## src/sv/fraction_to_decimal_digits_unit_assert.svh

```systemverilog
// Assertion macros for the fraction-to-decimal unit.
`ifndef FRACTION_TO_DECIMAL_DIGITS_UNIT_ASSERT_SVH
`define FRACTION_TO_DECIMAL_DIGITS_UNIT_ASSERT_SVH

// Same-cycle implication, checked on clk, off during reset.
`define FRDEC_ASSERT_NOW(lbl, ante, cons) \
  lbl: assert property (@(posedge clk) disable iff (!rst_n) (ante) |-> (cons)) \
    else $error("frdec: same-cycle check failed");

// Next-cycle implication, checked on clk, off during reset.
`define FRDEC_ASSERT_NEXT(lbl, ante, cons) \
  lbl: assert property (@(posedge clk) disable iff (!rst_n) (ante) |=> (cons)) \
    else $error("frdec: next-cycle check failed");

`endif

```

## src/sv/frdec_pkg.sv

```systemverilog
// Shared types and constants of the fraction-to-decimal unit.
package frdec_pkg;

  localparam int unsigned WORD_W     = 64;
  localparam int unsigned CHAR_W     = 7;
  localparam int unsigned LIM_W      = 6;
  localparam int unsigned DIV_STEPS  = 64;
  localparam int unsigned CNT_W      = 6;
  localparam int unsigned BCD_DIGITS = 20;
  localparam int unsigned BCD_W      = 4 * BCD_DIGITS;
  localparam int unsigned LEFT_W     = 5;
  localparam int unsigned PROD_W     = WORD_W + 4;
  localparam int unsigned KCNT_W     = 2;

  localparam logic [LIM_W-1:0]  LIM_RESET = 6'd43;
  localparam logic [CHAR_W-1:0] CHAR_ZERO = 7'h30;
  localparam logic [CHAR_W-1:0] CHAR_DOT  = 7'h2E;
  localparam logic [CHAR_W-1:0] CHAR_NONE = 7'h00;

  typedef struct packed {
    logic load;
    logic div_step;
    logic skip_shift;
    logic emit_int;
    logic emit_dot;
    logic fdiv_step;
    logic emit_frac;
    logic emit_err;
  } frdec_cmd_t;

  typedef struct packed {
    logic den_zero;
    logic div_done;
    logic top_zero;
    logic int_one_left;
    logic rem_zero;
    logic lim_zero;
    logic k_done;
    logic frac_last;
    logic out_free;
  } frdec_stat_t;

endpackage

```

## src/sv/frdec_in_if.sv

```systemverilog
// Input channel: one fraction per beat.
interface frdec_in_if;
  import frdec_pkg::*;

  logic              valid;
  logic              ready;
  logic [WORD_W-1:0] numerator;
  logic [WORD_W-1:0] denominator;

  modport source (output valid, output numerator, output denominator, input ready);
  modport sink   (input valid, input numerator, input denominator, output ready);
endinterface

```

## src/sv/frdec_out_if.sv

```systemverilog
// Result channel: one ASCII character per beat.
interface frdec_out_if;
  import frdec_pkg::*;

  logic              valid;
  logic              ready;
  logic [CHAR_W-1:0] char_code;
  logic              last;
  logic              error;

  modport source (output valid, output char_code, output last, output error, input ready);
  modport sink   (input valid, input char_code, input last, input error, output ready);
endinterface

```

## src/sv/frdec_datapath.sv

```systemverilog
// Datapath: restoring divider, double-dabble, fraction digit divider, output register.
module frdec_datapath #(
  parameter int unsigned MAX_FRAC_DIGITS = 43
) (
  input  logic                               clk,
  input  logic                               rst_n,
  input  logic [frdec_pkg::WORD_W-1:0]       in_num,
  input  logic [frdec_pkg::WORD_W-1:0]       in_den,
  input  logic                               cfg_we,
  input  logic [frdec_pkg::LIM_W-1:0]        cfg_wdata,
  input  frdec_pkg::frdec_cmd_t              cmd,
  output frdec_pkg::frdec_stat_t             stat,
  output logic                               out_valid,
  input  logic                               out_ready,
  output logic [frdec_pkg::CHAR_W-1:0]       out_char,
  output logic                               out_last,
  output logic                               out_error
);
  import frdec_pkg::*;

  localparam logic [LIM_W-1:0] MAX_LIM = LIM_W'(MAX_FRAC_DIGITS);

  function automatic logic [BCD_W-1:0] dabble_adj(input logic [BCD_W-1:0] b);
    logic [BCD_W-1:0] r;
    r = b;
    for (int i = 0; i < BCD_DIGITS; i++) begin
      if (r[4*i +: 4] >= 4'd5) begin
        r[4*i +: 4] = r[4*i +: 4] + 4'd3;
      end
    end
    return r;
  endfunction

  function automatic logic [PROD_W-1:0] times_ten(input logic [WORD_W-1:0] x);
    return PROD_W'({x, 3'b000}) + PROD_W'({x, 1'b0});
  endfunction

  logic [WORD_W-1:0] num_r, den_r, rem_r;
  logic [BCD_W-1:0]  bcd_r;
  logic [LEFT_W-1:0] left_r;
  logic [CNT_W-1:0]  cnt_r;
  logic [KCNT_W-1:0] kcnt_r;
  logic [PROD_W-1:0] p_r;
  logic [3:0]        dig_r;
  logic [LIM_W-1:0]  fcnt_r;
  logic [LIM_W-1:0]  lim_r;
  logic              out_valid_r;
  logic [CHAR_W-1:0] char_r;
  logic              last_r, err_r;

  // integer division step
  logic [WORD_W:0]   trial;
  logic              q_bit;
  logic [BCD_W-1:0]  bcd_adj;
  // fraction digit step
  logic [PROD_W-1:0] den_sh;
  logic              f_bit;
  logic [LIM_W-1:0]  lim_eff;
  logic              out_free;

  assign trial   = {rem_r, num_r[WORD_W-1]};
  assign q_bit   = trial >= {1'b0, den_r};
  assign bcd_adj = dabble_adj(bcd_r);
  assign den_sh  = PROD_W'(den_r) << kcnt_r;
  assign f_bit   = p_r >= den_sh;
  assign lim_eff = (lim_r > MAX_LIM) ? MAX_LIM : lim_r;
  assign out_free = !out_valid_r || out_ready;

  always_comb begin
    stat.den_zero     = den_r == '0;
    stat.div_done     = cnt_r == CNT_W'(DIV_STEPS - 1);
    stat.top_zero     = bcd_r[BCD_W-1 -: 4] == 4'd0;
    stat.int_one_left = left_r == LEFT_W'(1);
    stat.rem_zero     = rem_r == '0;
    stat.lim_zero     = lim_eff == '0;
    stat.k_done       = kcnt_r == '0;
    stat.frac_last    = (p_r == '0) || (LIM_W'(fcnt_r + 1'b1) == lim_eff);
    stat.out_free     = out_free;
  end

  always_ff @(posedge clk) begin
    if (!rst_n) begin
      lim_r       <= LIM_RESET;
      out_valid_r <= 1'b0;
    end else begin
      if (cfg_we) begin
        lim_r <= cfg_wdata;
      end
      if (cmd.emit_int || cmd.emit_dot || cmd.emit_frac || cmd.emit_err) begin
        out_valid_r <= 1'b1;
      end else if (out_ready) begin
        out_valid_r <= 1'b0;
      end
    end
  end

  always_ff @(posedge clk) begin
    if (cmd.load) begin
      num_r  <= in_num;
      den_r  <= in_den;
      rem_r  <= '0;
      bcd_r  <= '0;
      cnt_r  <= '0;
      left_r <= LEFT_W'(BCD_DIGITS);
    end
    if (cmd.div_step) begin
      rem_r <= q_bit ? WORD_W'(trial - {1'b0, den_r}) : trial[WORD_W-1:0];
      num_r <= {num_r[WORD_W-2:0], 1'b0};
      bcd_r <= {bcd_adj[BCD_W-2:0], q_bit};
      cnt_r <= cnt_r + 1'b1;
    end
    if (cmd.skip_shift || cmd.emit_int) begin
      bcd_r  <= {bcd_r[BCD_W-5:0], 4'd0};
      left_r <= left_r - 1'b1;
    end
    if (cmd.emit_dot) begin
      p_r    <= times_ten(rem_r);
      kcnt_r <= '1;
      fcnt_r <= '0;
    end
    if (cmd.fdiv_step) begin
      p_r    <= f_bit ? p_r - den_sh : p_r;
      dig_r  <= {dig_r[2:0], f_bit};
      kcnt_r <= kcnt_r - 1'b1;
    end
    if (cmd.emit_frac) begin
      p_r    <= times_ten(p_r[WORD_W-1:0]);
      kcnt_r <= '1;
      fcnt_r <= fcnt_r + 1'b1;
    end

    if (cmd.emit_int) begin
      char_r <= CHAR_ZERO + CHAR_W'(bcd_r[BCD_W-1 -: 4]);
      last_r <= stat.int_one_left && stat.rem_zero;
      err_r  <= 1'b0;
    end
    if (cmd.emit_dot) begin
      char_r <= CHAR_DOT;
      last_r <= stat.lim_zero;
      err_r  <= 1'b0;
    end
    if (cmd.emit_frac) begin
      char_r <= CHAR_ZERO + CHAR_W'(dig_r);
      last_r <= stat.frac_last;
      err_r  <= 1'b0;
    end
    if (cmd.emit_err) begin
      char_r <= CHAR_NONE;
      last_r <= 1'b1;
      err_r  <= 1'b1;
    end
  end

  assign out_valid = out_valid_r;
  assign out_char  = char_r;
  assign out_last  = last_r;
  assign out_error = err_r;

endmodule

```

## src/sv/frdec_ctrl.sv

```systemverilog
// Controller: sequences division, digit emission and the fraction loop.
module frdec_ctrl (
  input  logic                   clk,
  input  logic                   rst_n,
  input  logic                   in_valid,
  output logic                   idle,
  input  frdec_pkg::frdec_stat_t stat,
  output frdec_pkg::frdec_cmd_t  cmd
);
  import frdec_pkg::*;

  typedef enum logic [7:0] {
    ST_IDLE  = 8'b0000_0001,
    ST_DIV   = 8'b0000_0010,
    ST_SKIP  = 8'b0000_0100,
    ST_INT   = 8'b0000_1000,
    ST_DOT   = 8'b0001_0000,
    ST_FDIV  = 8'b0010_0000,
    ST_FEMIT = 8'b0100_0000,
    ST_ERR   = 8'b1000_0000
  } frdec_state_t;

  frdec_state_t state_r, state_nxt;

  always_comb begin
    state_nxt = state_r;
    cmd       = '0;
    case (state_r)
      ST_IDLE: begin
        if (in_valid) begin
          cmd.load  = 1'b1;
          state_nxt = ST_DIV;
        end
      end
      ST_DIV: begin
        if (stat.den_zero) begin
          state_nxt = ST_ERR;
        end else begin
          cmd.div_step = 1'b1;
          if (stat.div_done) begin
            state_nxt = ST_SKIP;
          end
        end
      end
      ST_SKIP: begin
        if (stat.top_zero && !stat.int_one_left) begin
          cmd.skip_shift = 1'b1;
        end else begin
          state_nxt = ST_INT;
        end
      end
      ST_INT: begin
        if (stat.out_free) begin
          cmd.emit_int = 1'b1;
          if (stat.int_one_left) begin
            state_nxt = stat.rem_zero ? ST_IDLE : ST_DOT;
          end
        end
      end
      ST_DOT: begin
        if (stat.out_free) begin
          cmd.emit_dot = 1'b1;
          state_nxt    = stat.lim_zero ? ST_IDLE : ST_FDIV;
        end
      end
      ST_FDIV: begin
        cmd.fdiv_step = 1'b1;
        if (stat.k_done) begin
          state_nxt = ST_FEMIT;
        end
      end
      ST_FEMIT: begin
        if (stat.out_free) begin
          cmd.emit_frac = 1'b1;
          state_nxt     = stat.frac_last ? ST_IDLE : ST_FDIV;
        end
      end
      ST_ERR: begin
        if (stat.out_free) begin
          cmd.emit_err = 1'b1;
          state_nxt    = ST_IDLE;
        end
      end
      default: begin
        state_nxt = ST_IDLE;
      end
    endcase
  end

  always_ff @(posedge clk) begin
    if (!rst_n) begin
      state_r <= ST_IDLE;
    end else begin
      state_r <= state_nxt;
    end
  end

  assign idle = state_r == ST_IDLE;

endmodule

```

## src/sv/fraction_to_decimal_digits_unit.sv

```systemverilog
// Fraction to decimal text: numerator/denominator in, one ASCII char per beat out.
//
// in_ch  : valid/ready beat carrying numerator and denominator (64 bits each).
// out_ch : valid/ready beat carrying char_code, last, error. The text is the
//          integer part without leading zeros, then '.' and fraction digits if
//          the remainder is nonzero. last marks the final char of each fraction.
//          A zero denominator gives one beat with error = 1, char_code = 0.
// cfg_we/cfg_wdata: write of frac_digit_limit (reset 43, clamped to
//          MAX_FRAC_DIGITS); write only while the unit is idle.
// Steps: accept the fraction, restoring division (one quotient bit per cycle,
// fed straight into a double-dabble BCD register), dropping the leading zeros,
// one emit per integer digit, the point, then for each fraction digit
// 4 restoring steps on 10*remainder plus the emit.
// One fraction is in flight at a time; in_ch.ready is high only when idle.
// A stalled receiver holds the output register and freezes the controller at
// its next emit; nothing is dropped. Reset (synchronous, rst_n low) returns
// the controller to idle, empties the output register and restores the limit.
module fraction_to_decimal_digits_unit #(
  parameter int unsigned MAX_FRAC_DIGITS = 43
) (
  input  logic                        clk,
  input  logic                        rst_n,
  frdec_in_if.sink                    in_ch,
  frdec_out_if.source                 out_ch,
  input  logic                        cfg_we,
  input  logic [frdec_pkg::LIM_W-1:0] cfg_wdata
);
  import frdec_pkg::*;

`include "fraction_to_decimal_digits_unit_assert.svh"

  frdec_cmd_t  cmd;
  frdec_stat_t stat;
  logic        idle;

  // Controller: owns only the sequence, never touches payload.
  frdec_ctrl u_ctrl (
    .clk      (clk),
    .rst_n    (rst_n),
    .in_valid (in_ch.valid),
    .idle     (idle),
    .stat     (stat),
    .cmd      (cmd)
  );

  // Datapath: divider, BCD converter, fraction digit unit, output register.
  frdec_datapath #(
    .MAX_FRAC_DIGITS (MAX_FRAC_DIGITS)
  ) u_dp (
    .clk       (clk),
    .rst_n     (rst_n),
    .in_num    (in_ch.numerator),
    .in_den    (in_ch.denominator),
    .cfg_we    (cfg_we),
    .cfg_wdata (cfg_wdata),
    .cmd       (cmd),
    .stat      (stat),
    .out_valid (out_ch.valid),
    .out_ready (out_ch.ready),
    .out_char  (out_ch.char_code),
    .out_last  (out_ch.last),
    .out_error (out_ch.error)
  );

  assign in_ch.ready = idle;

  // Once a fraction is taken, the unit is busy for at least the next cycle.
  `FRDEC_ASSERT_NEXT(a_busy_after_accept, in_ch.valid && in_ch.ready, !in_ch.ready)
  // An emit never overwrites a beat the receiver has not taken.
  `FRDEC_ASSERT_NOW(a_emit_slot_free,
    cmd.emit_int || cmd.emit_dot || cmd.emit_frac || cmd.emit_err,
    !out_ch.valid || out_ch.ready)
  // An error beat is always alone: last set and no character.
  `FRDEC_ASSERT_NOW(a_error_beat,
    out_ch.valid && out_ch.error,
    out_ch.last && (out_ch.char_code == CHAR_NONE))

endmodule

```

## src/flat_wrapper.sv

```systemverilog
// flat-port wrapper written by rule: the top's interface ports become plain ports
module fraction_to_decimal_digits_unit_flat import frdec_pkg::*;
#(
  parameter int unsigned MAX_FRAC_DIGITS = 43
)
  (clk, rst_n, cfg_we, cfg_wdata, in_ch_valid, in_ch_numerator, in_ch_denominator, in_ch_ready, out_ch_valid, out_ch_char_code, out_ch_last, out_ch_error, out_ch_ready);
  frdec_in_if in_ch_i ();
  frdec_out_if out_ch_i ();
  input  logic clk;
  input  logic rst_n;
  input  logic cfg_we;
  input  logic [frdec_pkg::LIM_W-1:0] cfg_wdata;
  input wire logic [$bits(in_ch_i.valid)-1:0] in_ch_valid;
  input wire logic [$bits(in_ch_i.numerator)-1:0] in_ch_numerator;
  input wire logic [$bits(in_ch_i.denominator)-1:0] in_ch_denominator;
  output wire logic [$bits(in_ch_i.ready)-1:0] in_ch_ready;
  output wire logic [$bits(out_ch_i.valid)-1:0] out_ch_valid;
  output wire logic [$bits(out_ch_i.char_code)-1:0] out_ch_char_code;
  output wire logic [$bits(out_ch_i.last)-1:0] out_ch_last;
  output wire logic [$bits(out_ch_i.error)-1:0] out_ch_error;
  input wire logic [$bits(out_ch_i.ready)-1:0] out_ch_ready;
  assign in_ch_i.valid = in_ch_valid;
  assign in_ch_i.numerator = in_ch_numerator;
  assign in_ch_i.denominator = in_ch_denominator;
  assign in_ch_ready = in_ch_i.ready;
  assign out_ch_valid = out_ch_i.valid;
  assign out_ch_char_code = out_ch_i.char_code;
  assign out_ch_last = out_ch_i.last;
  assign out_ch_error = out_ch_i.error;
  assign out_ch_i.ready = out_ch_ready;
  fraction_to_decimal_digits_unit #(.MAX_FRAC_DIGITS(MAX_FRAC_DIGITS)) u_core (.clk(clk), .rst_n(rst_n), .in_ch(in_ch_i), .out_ch(out_ch_i), .cfg_we(cfg_we), .cfg_wdata(cfg_wdata));
endmodule
```

## config.mk

```make
export PLATFORM = sky130hd
export DESIGN_NAME = fraction_to_decimal_digits_unit_flat
export DESIGN_NICKNAME = d
export VERILOG_FILES = /design/src/sv/frdec_pkg.sv /design/src/sv/frdec_in_if.sv /design/src/sv/frdec_out_if.sv /design/src/sv/frdec_datapath.sv /design/src/sv/frdec_ctrl.sv /design/src/sv/fraction_to_decimal_digits_unit.sv /design/src/flat_wrapper.sv
export VERILOG_INCLUDE_DIRS = /design/src /design/src/sv
export SDC_FILE = /design/constraint.sdc
export NUM_CORES = 2
export LEC_CHECK = 0
export ABC_AREA = 0
export BUFFER_PORTS_ARGS = -buffer_cell sky130_fd_sc_hd__buf_2
export CORE_AREA = 2 2 349 351
export CTS_CLUSTER_SIZE = 20
export DETAILED_ROUTE_END_ITERATION = 8
export DIE_AREA = 0 0 351 353
export SYNTH_ARGS = -nofsm -noshare
export SYNTH_HDL_FRONTEND = slang
export SYNTH_HIERARCHICAL = 1
export SYNTH_SLANG_ARGS = --single-unit
```

## constraint.sdc

```tcl
create_clock -name clk -period 8.97 [get_ports clk]
set_input_delay 0.897 -clock clk [delete_from_list [all_inputs] [get_ports clk]]
set_output_delay 0.897 -clock clk [all_outputs]
set_load 0.01 [all_outputs]
```

==> impl_metrics.toml <==
[grt]
grtUsageTotal_pct = 17.9
grt_use_met1_pct = 25.9
grtUsageMet2_pct = 27.7
grt_overflow = 0
grt_pass1_wl_um = 176000
grt_pass1_vias = 30100
grt_max_degree = 99
antenna_found_initial = 8
met3_usage_pct = 2.60
busiest_layer = "met2"

[run]
drv_cap = 0

[final_layout]
nets = 4543
final_cell_mix = "a21oi_1 (453), edfxtp_1 (356), nor2_1 (320)"
diodes = 0
final_common_cell = "a21oi_1"
areaGrowthSynthToFinish_pct = 10.5
instances_no_fill = 5764
drive_gt1_share_pct = 8.99

[place]
port_buffers = 148
dp_cells = 5676
dp_hpwl_um = 89200
gp_congestion = 1.01

[setup_path]
cp-end-kind = "flop"
reg2reg_depth = 16
rrSetupSlack_ps = 2790
cp.arrival_ps = 6420
reg2reg_from = "u_core/u_dp/kcnt_r[1]$_SDFFE_PP1P_"
worstSetupPathType = "flop to flop"
cp_data_required_time_ps = 9210
r2r_end = "u_core/u_dp/p_r[15]$_DFFE_PP_"
crit_fanout = 72
start_kind = "flop"

[yosys]
synth_cell_types = 92
syn-cell-area_mm2 = 0.0358
synth.area.top_cells = "edfxtp_1 (30%), ha_1 (10%), a21oi_1 (6.3%), xnor2_1 (4.2%), o21ai_0 (3.6%)"
synthArstFlopShare_pct = 0
synth_nets = 4539
synth_cells = 4096
ys_ff_latch = 386
synth.yosys.warnings = 6
yosys.area.top_type = "edfxtp_1"
synth_ff_type = "edfxtp_1"
synthDominantCellAreaShare_pct = 29.9
synth_edf_count = 356
avgSynthCellArea_um2 = 8.74
yosysSeqAreaShare_pct = 31.5

[die]
ios = 150
die_y_um = 353
initial_core_util_pct = 29.7
die_area_mm2 = 0.124
die_w_um = 351
rows = 128
core_area_mm2 = 0.121

[clocking]
htree_num_levels = 2
clkSlewWorstSetupHoldPaths_ps = 70
clkLatencyLatePin_ps = 630
cts_hold_buf = 0
clkSinkCount = 386
root_buffer = "clkbuf_16"
cts_resized = 0
cts_tree = "yes"
cts_setup_buffers = 0
clock_path_buffers = 3
numCtsBuffers = 47

[min_path]
min_to = "u_core/u_dp/den_r[25]$_DFFE_PP_"
hp-class = "input pin to flop"
min_from = "in_ch_denominator[25]"
hold_depth = 1

[timing]
worst_slew_margin_rel_pct = 26.2
report.final.slew_viol_count = 0
min_period_ps = 6180
setup_viol_count_final = 0
rsz0062_at_grt = "no"
tns_ps = 0
clock-skew-final_ps = 31.3
fmax_mhz = 162
tightestPinTransition_ps = 1100
finalHoldViolations = 0
finalCritPeriodShare_pct = 68.9

[detailed_routing]
dr.pass1.iters = 5
via_count = 32000
detail_route.wirelength_um = 115000
route.detailed.drc = 0
drtAntennaViolNets = 0
drt_iter0_drc = 2719
drt-vias-per-instance = 5.54
routedWlPerCell_um = 20.0

[power_and_ir_drop]
irDropWorstVdd_uv = 170
p_leak_nw = 15.4
cellPowerDensity_mw_per_mm2 = 226

[run_status]
status = "finished clean"
==> registers in the layout, summed over array words and instances (netlist names), 2 cells and up <==
| signal | cells |
|---|---|
| u_core/u_dp/bcd_r | 80 |
| u_core/u_ctrl/state_r | 8 |
| u_core/u_dp/rem_r | 64 |
| u_core/u_dp/kcnt_r | 2 |
| u_core/u_dp/left_r | 5 |
| u_core/u_dp/out_char | 6 |
| u_core/u_dp/num_r | 64 |
| u_core/u_dp/lim_r | 6 |
| u_core/u_dp/den_r | 64 |
| u_core/u_dp/fcnt_r | 6 |
| u_core/u_dp/p_r | 68 |
| u_core/u_dp/cnt_r | 6 |
| u_core/u_dp/dig_r | 4 |
==> stage by stage <==
step	total power, mW	util, %	instance area, um2	hold WS [ps]	setup WS [ps]
floorplan	5.68	-	35800	421	1000
CTS	8.91	32.8	39500	399	2860
global placement	6.76	31.4	37900	430	2950
finish	8.92	32.8	39500	442	2790
detailed placement	6.78	31.4	37900	437	2890
global route	9.48	32.8	39500	422	2410
==> cell families (layout without fill, tap and decap cells) <==
family	count (synthesis)	after routing	share of synthesized area (%)
compound gates	1386	1386	24.8
simple gates	1142	1142	15.5
buf+inv	478	521	5.38
flops	386	386	31.5
fa+ha+maj	304	304	10.7
xor+xnor	267	267	6.53
mux	132	132	5.52
other cells	1	1	0.0105
==> power by group <==
group	leakage, nW	switching [mW]	internal, mW
Sequential	3.64	0.382	2.42
Combinational	11.0	2.48	1.57
Clock	0.798	0.863	1.21
==> worst max-delay path, stage by stage, from the launching register on <==
cell,delay [ps]
dfxtp_4,900
clkinv_1,660
o211a_1,270
a21oi_1,130
inv_1,70
ha_1,390
a21oi_1,120
a31oi_1,260
nand2_1,180
o211ai_1,510
a21oi_1,270
o21bai_1,360
a31oi_1,130
nor2_1,110
o21ai_0,220
a31oi_4,370
buf_4,700
==> synth_stat cells (13+ instances only) <==
cell type	count
inv_1	260
xnor2_1	170
nor3b_1	25
edfxtp_1	356
or3_1	21
o32ai_1	21
o31ai_1	23
o21ai_0	255
a22o_1	67
a21oi_1	453
nand2_1	300
nor3_1	51
nand4_1	96
a31oi_1	44
mux4_2	52
o21bai_1	59
nand2b_1	43
clkbuf_1	185
nor4_1	67
dfxtp_1	30
a22oi_1	34
nor2_1	322
xor2_1	97
nand3_1	77
o211ai_1	25
nor2b_1	42
mux2i_1	76
o22ai_1	32
a21boi_0	13
and3_1	25
ha_1	300
o21a_1	39
a21o_1	137
buf_1	14
and2_1	24
a211oi_1	66
==> metal layers <==
metal	share of wire (%)	wire, um	up-vias
met4	2.6	3020	14
met5	0.082	95	-
met3	7.1	8160	167
li1	-	-	15400
met1	47	53700	15200
met2	44	50300	1130
==> area by class of cell <==
type	count	area, um2
fill	12600	81100
multi-input combinational	3232	22600
sequential	386	11300
tap	1625	2030
clock buffer	54	1230
inverter	262	985
timing repair buffer	171	926
clock inverter	34	425
==> worst max-delay path by stage <==
| stage | start | endpoint | slack, ps | depth (start not counted) |
|---|---|---|---|---|
| finish | u_core/u_dp/kcnt_r[1]$_SDFFE_PP1P_ | u_core/u_dp/p_r[15]$_DFFE_PP_ | 2790 | 16 |
| global route | u_core/u_dp/kcnt_r[1]$_SDFFE_PP1P_ | u_core/u_dp/p_r[15]$_DFFE_PP_ | 2410 | 16 |
| CTS | u_core/u_dp/kcnt_r[1]$_SDFFE_PP1P_ | u_core/u_dp/p_r[15]$_DFFE_PP_ | 2860 | 16 |
| detailed placement | u_core/u_dp/kcnt_r[1]$_SDFFE_PP1P_ | u_core/u_dp/p_r[3]$_DFFE_PP_ | 2890 | 16 |
| global placement | u_core/u_dp/kcnt_r[1]$_SDFFE_PP1P_ | u_core/u_dp/p_r[3]$_DFFE_PP_ | 2950 | 16 |
| floorplan | u_core/u_dp/kcnt_r[0]$_SDFFE_PP1P_ | u_core/u_dp/p_r[0]$_SDFFCE_PP0P_ | 1000 | 16 |
Power figures use the tool's default switching activity.
